### src/design/wspv_pkg.sv
// Shared types, codes and helpers for the sample playback voice unit.
`default_nettype none

package wspv_pkg;

  localparam int VOICE_COUNT_DEF = 16;
  localparam int STORE_DEPTH_DEF = 65536;

  // item action codes
  localparam logic [1:0] ACT_LOAD     = 2'd0;
  localparam logic [1:0] ACT_NOTE_ON  = 2'd1;
  localparam logic [1:0] ACT_NOTE_OFF = 2'd2;
  localparam logic [1:0] ACT_RENDER   = 2'd3;

  // configuration register indexes
  localparam int CFG_IDX_W  = 3;
  localparam int CFG_DATA_W = 17;
  localparam logic [CFG_IDX_W-1:0] CFG_START_FRACTION = 3'd0;
  localparam logic [CFG_IDX_W-1:0] CFG_END_FRACTION   = 3'd1;
  localparam logic [CFG_IDX_W-1:0] CFG_CYCLE_ENABLE   = 3'd2;
  localparam logic [CFG_IDX_W-1:0] CFG_OUTPUT_VOLUME  = 3'd3;
  localparam logic [CFG_IDX_W-1:0] CFG_GATE_RAMP_STEP = 3'd4;
  localparam logic [CFG_IDX_W-1:0] CFG_SAMPLE_LENGTH  = 3'd5;

  typedef struct packed {
    logic [1:0]         action;
    logic [3:0]         voice;
    logic [15:0]        frame_address;
    logic signed [15:0] frame_left;
    logic signed [15:0] frame_right;
    logic [23:0]        position_step;
    logic signed [15:0] fm_amount;
    logic [15:0]        envelope_level;
    logic               envelope_connected;
    logic [15:0]        steal_gain;
  } item_t;

  typedef struct packed {
    logic signed [15:0] out_left;
    logic signed [15:0] out_right;
    logic [3:0]         out_voice;
    logic               finished;
  } result_t;

  typedef struct packed {
    logic [31:0] position;
    logic [16:0] gate_level;
    logic        gate_open;
  } voice_state_t;

  typedef struct packed {
    logic        start;
    logic [15:0] num;
    logic [15:0] den;
  } mod_req_t;

  typedef struct packed {
    logic        done;
    logic [15:0] rem;
  } mod_rsp_t;

  // floor(x / 65535) for x <= 65535*65535
  function automatic logic [15:0] div65535(input logic [31:0] x);
    logic [32:0] t;
    t = {1'b0, x} + {17'd0, x[31:16]} + 33'd1;
    return t[31:16];
  endfunction

  function automatic logic signed [15:0] sat16(input logic signed [20:0] x);
    logic signed [15:0] r;
    if (x > 21'sd32767) r = 16'sh7FFF;
    else if (x < -21'sd32768) r = 16'sh8000;
    else r = x[15:0];
    return r;
  endfunction

endpackage

`default_nettype wire

### src/design/wspv_mod_unit.sv
// Bit-serial restoring remainder unit, one quotient bit per cycle.
`default_nettype none

module wspv_mod_unit
  import wspv_pkg::*;
(
  input  wire logic     clk,
  input  wire logic     rst,
  input  wire mod_req_t req,
  output mod_rsp_t      rsp
);

  logic        busy;
  logic [3:0]  count;
  logic [15:0] num_sh;
  logic [15:0] den;
  logic [15:0] rem;
  logic        done;
  logic [16:0] trial;
  logic [15:0] rem_next;

  always_comb begin
    trial = {rem, num_sh[15]};
    if (trial >= {1'b0, den}) begin
      rem_next = 16'(trial - {1'b0, den});
    end else begin
      rem_next = trial[15:0];
    end
  end

  always_ff @(posedge clk) begin
    if (rst) begin
      busy <= 1'b0;
      done <= 1'b0;
      count <= 4'd0;
    end else begin
      done <= 1'b0;
      if (req.start) begin
        busy <= 1'b1;
        count <= 4'd0;
      end else if (busy) begin
        count <= count + 4'd1;
        if (count == 4'd15) begin
          busy <= 1'b0;
          done <= 1'b1;
        end
      end
    end
  end

  always_ff @(posedge clk) begin
    if (req.start) begin
      num_sh <= req.num;
      den <= req.den;
      rem <= 16'd0;
    end else if (busy) begin
      num_sh <= {num_sh[14:0], 1'b0};
      rem <= rem_next;
    end
  end

  assign rsp.done = done;
  assign rsp.rem = rem;

endmodule

`default_nettype wire

### config.mk
export PLATFORM = sky130hd
export DESIGN_NAME = wspv_mod_unit
export DESIGN_NICKNAME = d
export VERILOG_FILES = /design/src/design/wspv_pkg.sv /design/src/design/wspv_mod_unit.sv
export SDC_FILE = /design/constraint.sdc
export NUM_CORES = 1
export LEC_CHECK = 0
export ABC_AREA = 1
export BUFFER_PORTS_ARGS = -buffer_cell sky130_fd_sc_hd__buf_2
export CAP_MARGIN = 20
export CORE_ASPECT_RATIO = 1.4
export CORE_MARGIN = 2
export CORE_UTILIZATION = 49
export DETAILED_ROUTE_END_ITERATION = 10
export MAX_ROUTING_LAYER = met4
export PLACE_DENSITY_LB_ADDON = 0.3
export RECOVER_POWER = 50
export SLEW_MARGIN = 20
export SYNTH_ARGS = -nofsm -noshare
export SYNTH_HDL_FRONTEND = slang
export SYNTH_SLANG_ARGS = --single-unit
### constraint.sdc
create_clock -name clk -period 1.7 [get_ports clk]
set_input_delay 0.34 -clock clk [delete_from_list [all_inputs] [get_ports clk]]
set_output_delay 0.34 -clock clk [all_outputs]
set_load 0.02 [all_outputs]
==> results of run 1 <==
-- cell type report --
cell class,count,area [um^2]
Multi-Input combinational cell,301,2120
Fill cell,563,2010
Sequential cell,54,1430
Timing Repair Buffer,121,852
Inverter,72,273
Tap cell,95,119
Clock buffer,6,72.6
Clock inverter,2,13.8
-- what timing repair did --
item                                    in CTS  in global routing
gates cloned                                 2                  0
endpoints found under the setup margin      16                 16
gates resized for setup                     41                 17
setup buffers                                8                  5
pin swaps                                   48                 17
-- stage by stage --
| stage | setup TNS, ns | hold WS [ns] | worst slack [ns] | instance area (um^2) |
|---|---|---|---|---|
| after global placement | -2.41 | 0.492 | -0.180 | 4440 |
| final | -2.19 | 0.183 | -0.176 | 4880 |
| after detailed placement | -2.79 | 0.507 | -0.221 | 4440 |
| after floorplan | -0.0735 | 0.418 | -0.0186 | 3650 |
| after global routing | -4.06 | 0.179 | -0.300 | 4880 |
| after CTS | -1.93 | 0.178 | -0.149 | 4780 |
-- cells by family (layout without fill, tap and decap cells) --
kind of cell	after synthesis	count (layout)	share of synthesized area
xor gates and xnor gates	7	7	0.0179
AOI/OAI and AO/OA	22	22	0.0346
adders and majority gates	18	18	0.0678
and+or+nand+nor	252	254	0.371
buffers and inverters	81	201	0.100
DFF	54	54	0.408
-- path summary, 6_finish.rpt --
path                                from        to  slack [ns]  depth (start not counted)
worst min-delay path             req[15]   den[15]        0.18                          1
worst max-delay path              den[3]    rem[0]       -0.18                         13
worst min register to register  count[3]  count[3]        0.52                          2
worst max register to register    den[3]    rem[0]       -0.18                         13
-- worst max-delay path: stages (launching register included) --
cell                       delay [ns]
sky130_fd_sc_hd__edfxtp_1        0.35
sky130_fd_sc_hd__inv_2           0.05
sky130_fd_sc_hd__ha_4            0.27
sky130_fd_sc_hd__buf_12          0.10
sky130_fd_sc_hd__nand2_4         0.05
sky130_fd_sc_hd__nor2_4          0.10
sky130_fd_sc_hd__nand2_2         0.06
sky130_fd_sc_hd__nor3_4          0.25
sky130_fd_sc_hd__nor2_8          0.11
sky130_fd_sc_hd__buf_12          0.15
sky130_fd_sc_hd__nand2_8         0.09
sky130_fd_sc_hd__nand2_2         0.05
sky130_fd_sc_hd__nand3_1         0.06
sky130_fd_sc_hd__o21ai_1         0.06
-- per-layer routing --
layer / global-route usage / part of all wire / up-vias
met5: - / 0 / -
met4: 0.100 / 0.034 / 0
met3: 0.0411 / 0.031 / 23
met2: 0.477 / 0.55 / 78
met1: 0.262 / 0.39 / 1489
li1: - / - / 1631
-- synthesized netlist by cell type (3+ instances only) --
cell type / n / share of area
sky130_fd_sc_hd__nand3b_1: 8 / 0.018
sky130_fd_sc_hd__nand2_1: 146 / 0.16
sky130_fd_sc_hd__nor2_1: 18 / 0.020
sky130_fd_sc_hd__clkbuf_1: 3 / 0.0033
sky130_fd_sc_hd__nor2_4: 3 / 0.0098
sky130_fd_sc_hd__xnor2_1: 5 / 0.013
sky130_fd_sc_hd__dfxtp_1: 22 / 0.13
sky130_fd_sc_hd__nand2_2: 11 / 0.020
sky130_fd_sc_hd__nand4_1: 4 / 0.0073
sky130_fd_sc_hd__nand3_2: 17 / 0.050
sky130_fd_sc_hd__ha_1: 17 / 0.062
sky130_fd_sc_hd__o21ai_1: 8 / 0.012
sky130_fd_sc_hd__inv_1: 64 / 0.070
sky130_fd_sc_hd__nor3_1: 5 / 0.0073
sky130_fd_sc_hd__inv_2: 6 / 0.0066
sky130_fd_sc_hd__a21oi_1: 11 / 0.016
sky130_fd_sc_hd__nand3_1: 25 / 0.036
sky130_fd_sc_hd__edfxtp_1: 32 / 0.28
-- state kept, by name, indices dropped and copies added (netlist names) --
| signal | flops |
|---|---|
| busy | 1 |
| rem | 16 |
| count | 4 |
| num_sh | 16 |
| done | 1 |
| den | 16 |
-- power by group --
part	leakage [nW]	switching (mW)	internal, mW
Sequential	0.508	0.0313	1.47
Clock	0.0452	0.452	0.292
Combinational	1.88	0.317	0.276
Total	2.43	0.800	2.03
==> results.txt, run 1 <==
----------------------------------------------------
[Die]
  Die H ... 103 um
  Number of top-level design ports ... 52
  Area of the placeable core ... 6890 um^2
  Starting density of the core ... 0.498
  Row count ... 36
  Overall die width ... 74.7 um
  Die Outline Area ... 7700 um^2

[Placed design]
  Number of placed cells counting well taps ... 628
  Final weighted congestion in routability-driven placement ... 0.895
  DP Wirelength ... 6.70 mm
  Port Buffers ... 51

[Power]
  Post-route total power ... 2.83 mW
  Worst IR drop on VDD ... 842 uV
  Leakage power figure ... 2.43 nW
  Power per Cell Area ... 581 nW/um^2

[Finish]
  Final core occ ... 0.708
  Most frequent standard cell in the layout excluding fill and tap cells ... sky130_fd_sc_hd__nand2_1
  Ant. Diodes ... 0
  Fin nets ... 608
  Final cell count without fillers ... 651
  Signed area change from the synthesized netlist to the final layout ... 42.2%
  Most used cells in the layout excluding fill and tap cells ... sky130_fd_sc_hd__nand2_1 (129), sky130_fd_sc_hd__buf_4 (61), sky130_fd_sc_hd__inv_1 (54)
  Share of layout cells above drive strength 1 ... 0.451

[Yosys]
  Number of register bits inferred by synthesis ... 54
  Syn_area_per_cell ... 7.91 um^2
  Synth Instances ... 434
  Ys Warns ... 0
  Async set or reset register ratio after synthesis ... 0
  Share of synthesized area occupied by flip-flops and latches ... 0.408
  Mapped Nets ... 487
  Number of enable flip-flop cells after synthesis ... 32
  Cell Area, Synth ... 3430 um^2
  Count of cell types in the netlist ... 41
  Top_reg_cell synth ... sky130_fd_sc_hd__edfxtp_1

[Detailed routing]
  Number of nets with antenna violations after routing ... 0
  DRC ... 0
  Pre-Repair DR Iteration Count ... 4
  Average vias per placed instance ... 4.95
  Initial DRC Count ... 123
  DR WL/cell ... 13.7 um
  Routed vias ... 3221
  Sum of routed wire length over all layers ... 8.92 mm

[Global route]
  Number of antenna violations at the first check in global routing ... 0
  Wire length of the first global-routing pass ... 14.6 mm
  GRT Total Usage ... 0.256
  Remaining global-route overflow ... 0
  Maximum number of pins on one net before global-route repair ... 20
  Number of global-route vias before repair ... 3228

[Critical path]
  Largest fanout on the critical path ... 7
  Category of the most critical setup path ... reg2reg
  Worst Setup End Kind ... register
  Critical path launch point type ... register
  Required time worst endpoint ... 1.91 ns
  CP Data Arrival Time ... 2.09 ns

[STA]
  Number of slew-limit violations in the final report ... 0
  Setup-violating endpoint count in the final report ... 16
  Least setup slack across all paths after layout ... -0.176 ns
  Final hold violation count ... 0
  Worst slew margin ... 0.420
  Period Utilization, post-route ... 1.10
  Final Skew ... 0.00704 ns
  Final critical-path required period ... 1.88 ns
  Worst-Margin Slew ... 0.870 ns
  Highest achievable clock rate ... 0.533 GHz
  RSZ-0062 raised after global routing ... true

[Outcome]
  Run status ... finished, violations left
  Violations in the final reports ... negative setup slack

[Clocking]
  # hold bufs at CTS ... 0
  Total CTS buffers ... 5
  Master cell of the clock root buffer ... sky130_fd_sc_hd__clkbuf_8
  Number of levels the H-tree was split into ... 2
  Sinks on the clock net ... 54
  CTS tree ... done
  Maximum buffer depth of the clock tree ... 2
  Insertion delay to the later sink of the worst-skew pair ... 0.32 ns
  Clock transition at the registers of the reported paths ... 0.10 ns

[Worst hold path]
  Kind of path behind the tightest hold check ... in2reg

[Flow run]
  Maximum Capacitance Violations ... 0

----------------------------------------------------
No activity file was read; power rests on OpenSTA's default activity.
==> inputs of run 2 (changes only) <==
--- a/config.mk
+++ b/config.mk
@@ -10,7 +10,7 @@
 export CAP_MARGIN = 20
 export CORE_ASPECT_RATIO = 1.4
 export CORE_MARGIN = 2
-export CORE_UTILIZATION = 49
+export CORE_UTILIZATION = 52
 export DETAILED_ROUTE_END_ITERATION = 10
 export MAX_ROUTING_LAYER = met4
 export PLACE_DENSITY_LB_ADDON = 0.3
==> run 2 against run 1 <==
Compared with the run above:
- the flow still finishes with violations (negative setup slack)
- combinational power up 2%
- sequential power about the same
- clock skew up 0.0011 ns
- critical path depth down 2
- die area down 5.5%
- largest cell class unchanged
- critical path type unchanged
- routed wire length up 4.7%
- maximum frequency down 1.5%
- worst setup slack worse by 0.029 ns
- sequential cell count unchanged
- register-to-register slack worse by 0.03 ns
- clock-buffer cell count unchanged
==> results.txt, run 2 (synthesized netlist as in run 1, its figures left out) <==
----------------------------------------------------
[Die]
  Overall die width ... 72.7 um
  Area of the placeable core ... 6480 um^2
  Row count ... 35
  Starting density of the core ... 0.529
  Die Outline Area ... 7270 um^2
  Die H ... 100 um
  Number of top-level design ports ... 52

[Outcome]
  Run status ... finished, violations left
  Violations in the final reports ... negative setup slack

[Finish]
  Largest registers ... den (16), num_sh (16), rem (16)
  Most used cells in the layout excluding fill and tap cells ... sky130_fd_sc_hd__nand2_1 (126), sky130_fd_sc_hd__buf_4 (63), sky130_fd_sc_hd__inv_1 (56)
  Fin nets ... 609
  Ant. Diodes ... 0
  Share of layout cells above drive strength 1 ... 0.447
  Signed area change from the synthesized netlist to the final layout ... 40.8%
  Most frequent standard cell in the layout excluding fill and tap cells ... sky130_fd_sc_hd__nand2_1
  Layout fillers ... 471
  Final cell count without fillers ... 631
  Post-route cell area ... 4830 um^2

[Critical path]
  CP Data Arrival Time ... 2.13 ns
  Crit path max-delay family ... simple AND/OR/NAND/NOR gates
  Crit-path cells ... inv_1 -> ha_4 -> nand2_1 -> nand2_1 -> a21oi_2 -> nand2_4 -> nor2_8 -> clkbuf_16 -> nand3b_1 -> nand3_2 -> nand2_1
  Max incr delay on CP ... 0.40 ns
  Worst r2r dst ... rem[12]
  Worst path most repeated cell ... sky130_fd_sc_hd__nand2_1
  Category of the most critical setup path ... reg2reg
  Worst Setup EP ... rem[12]
  R2r setup slk ... -0.20 ns
  Worst Setup End Kind ... register
  Largest fanout on the critical path ... 6
  Required time worst endpoint ... 1.92 ns
  WP depth ... 11
  Worst-case reg-to-reg path depth ... 11
  Slowest CP cell ... sky130_fd_sc_hd__edfxtp_1
  Worst r2r src ... den[14]
  Crit path launch ... den[14]
  WP buf/inv ... 2
  Critical path launch point type ... register

[Clocking]
  Insertion delay to the later sink of the worst-skew pair ... 0.32 ns
  Number of levels the H-tree was split into ... 2
  CTS tree ... done
  Total CTS buffers ... 5
  Sinks on the clock net ... 54
  Master cell of the clock root buffer ... sky130_fd_sc_hd__clkbuf_8
  Maximum buffer depth of the clock tree ... 2
  Clock transition at the registers of the reported paths ... 0.10 ns

[STA]
  Least setup slack across all paths after layout ... -0.205 ns
  Worst-Margin Slew ... 0.952 ns
  RSZ-0062 raised after global routing ... true
  Final critical-path required period ... 1.90 ns
  Number of slew-limit violations in the final report ... 0
  Period Utilization, post-route ... 1.12
  Final hold violation count ... 0
  Setup-violating endpoint count in the final report ... 16
  Final Skew ... 0.00814 ns
  Highest achievable clock rate ... 0.525 GHz
  Worst slew margin ... 0.365

[Power]
  Clock share of power ... 0.299
  Sw Ratio ... 0.270
  Psw ... 0.808 mW
  Internal ... 2.19 mW
  Part of the total power dissipated in combinational logic ... 0.202
  Leakage power figure ... 2.43 nW
  Post-route total power ... 2.99 mW
  Power per Cell Area ... 620 nW/um^2
  Power share of the sequential group ... 0.500
  Worst IR drop on VDD ... 541 uV

[Placed design]
  DP Wirelength ... 6.24 mm
  Placement Cell Area ... 4360 um^2
  Final weighted congestion in routability-driven placement ... 0.958
  Pre-CTS setup slack ... -0.256 ns
  Number of placed cells counting well taps ... 606
  Port Buffers ... 51

[Global route]
  Number of global-route vias before repair ... 3326
  Maximum number of pins on one net before global-route repair ... 23
  Number of antenna violations at the first check in global routing ... 0
  Remaining global-route overflow ... 0
  GRT Total Usage ... 0.265
  Wire length of the first global-routing pass ... 14.6 mm

[Detailed routing]
  Routed vias ... 3308
  DRC ... 0
  Sum of routed wire length over all layers ... 9.34 mm
  DR WL/cell ... 14.8 um
  Initial DRC Count ... 163
  Average vias per placed instance ... 5.24
  Number of nets with antenna violations after routing ... 0
  Pre-Repair DR Iteration Count ... 6

[Worst hold path]
  Kind of path behind the tightest hold check ... in2reg
  Number of cells traversed by the worst hold path ... 1

[Flow run]
  Maximum Capacitance Violations ... 0

----------------------------------------------------
run 2: worst min-delay path by stage:
| stage | start | slack, ns | endpoint |
|---|---|---|---|
| finish | req[9] | 0.19 | den[9] |
| global route | req[2] | 0.18 | den[2] |
| CTS | req[7] | 0.19 | den[7] |
| detailed placement | count[0] | 0.50 | count[0] |
| global placement | count[1] | 0.49 | count[1] |
| floorplan | rst | 0.42 | busy |
run 2: layer usage:
metal	global-route usage	share of wire	up-vias
met5	-	0	-
met4	0.125	0.049	0
met3	0.0331	0.037	46
met2	0.479	0.52	118
met1	0.280	0.39	1512
li1	-	-	1632
run 2: layout make-up:
type,count,area (um^2),area share
sequential,54,1430,0.296
timing repair buffer,121,823,0.170
clock buffer,6,72.6,0.0150
inverter,72,273,0.0565
clock inverter,2,37.5,0.00777
tap,74,92.6,0.0192
multi-input combinational,302,2100,0.435
run 2: what timing repair did:
action                                  CTS  global route
setup buffers                             9             4
pin swaps                                33            29
hold buffers                              0             0
gates resized for setup                  23            30
endpoints found under the setup margin   16            16
cloned                                    3             1
run 2: through the flow:
stage,hold slack (ns),util,TNS [ns]
after floorplan,0.418,-,-0.0735
after global placement,0.493,0.672,-2.76
after detailed placement,0.500,0.672,-3.56
after CTS,0.188,0.719,-2.19
after global routing,0.180,0.745,-4.21
final,0.187,0.745,-2.65
run 2: worst register-to-register path, cell delays in order, from the launching register on:
cell and delay [ns]:
sky130_fd_sc_hd__edfxtp_1 0.40, sky130_fd_sc_hd__inv_1 0.10, sky130_fd_sc_hd__ha_4 0.21, sky130_fd_sc_hd__nand2_1 0.06, sky130_fd_sc_hd__nand2_1 0.08, sky130_fd_sc_hd__a21oi_2 0.19
sky130_fd_sc_hd__nand2_4 0.09, sky130_fd_sc_hd__nor2_8 0.23, sky130_fd_sc_hd__clkbuf_16 0.22, sky130_fd_sc_hd__nand3b_1 0.11, sky130_fd_sc_hd__nand3_2 0.07, sky130_fd_sc_hd__nand2_1 0.05
run 2: power by group through the flow:
stage               combinational, mW  clock (mW)  sequential (mW)
global placement                0.514           0             1.52
detailed placement              0.526           0             1.52
finish                          0.603       0.894             1.50
global route                    0.661       0.939             1.50
CTS                             0.559       0.899             1.49
floorplan                       0.316           0             1.52
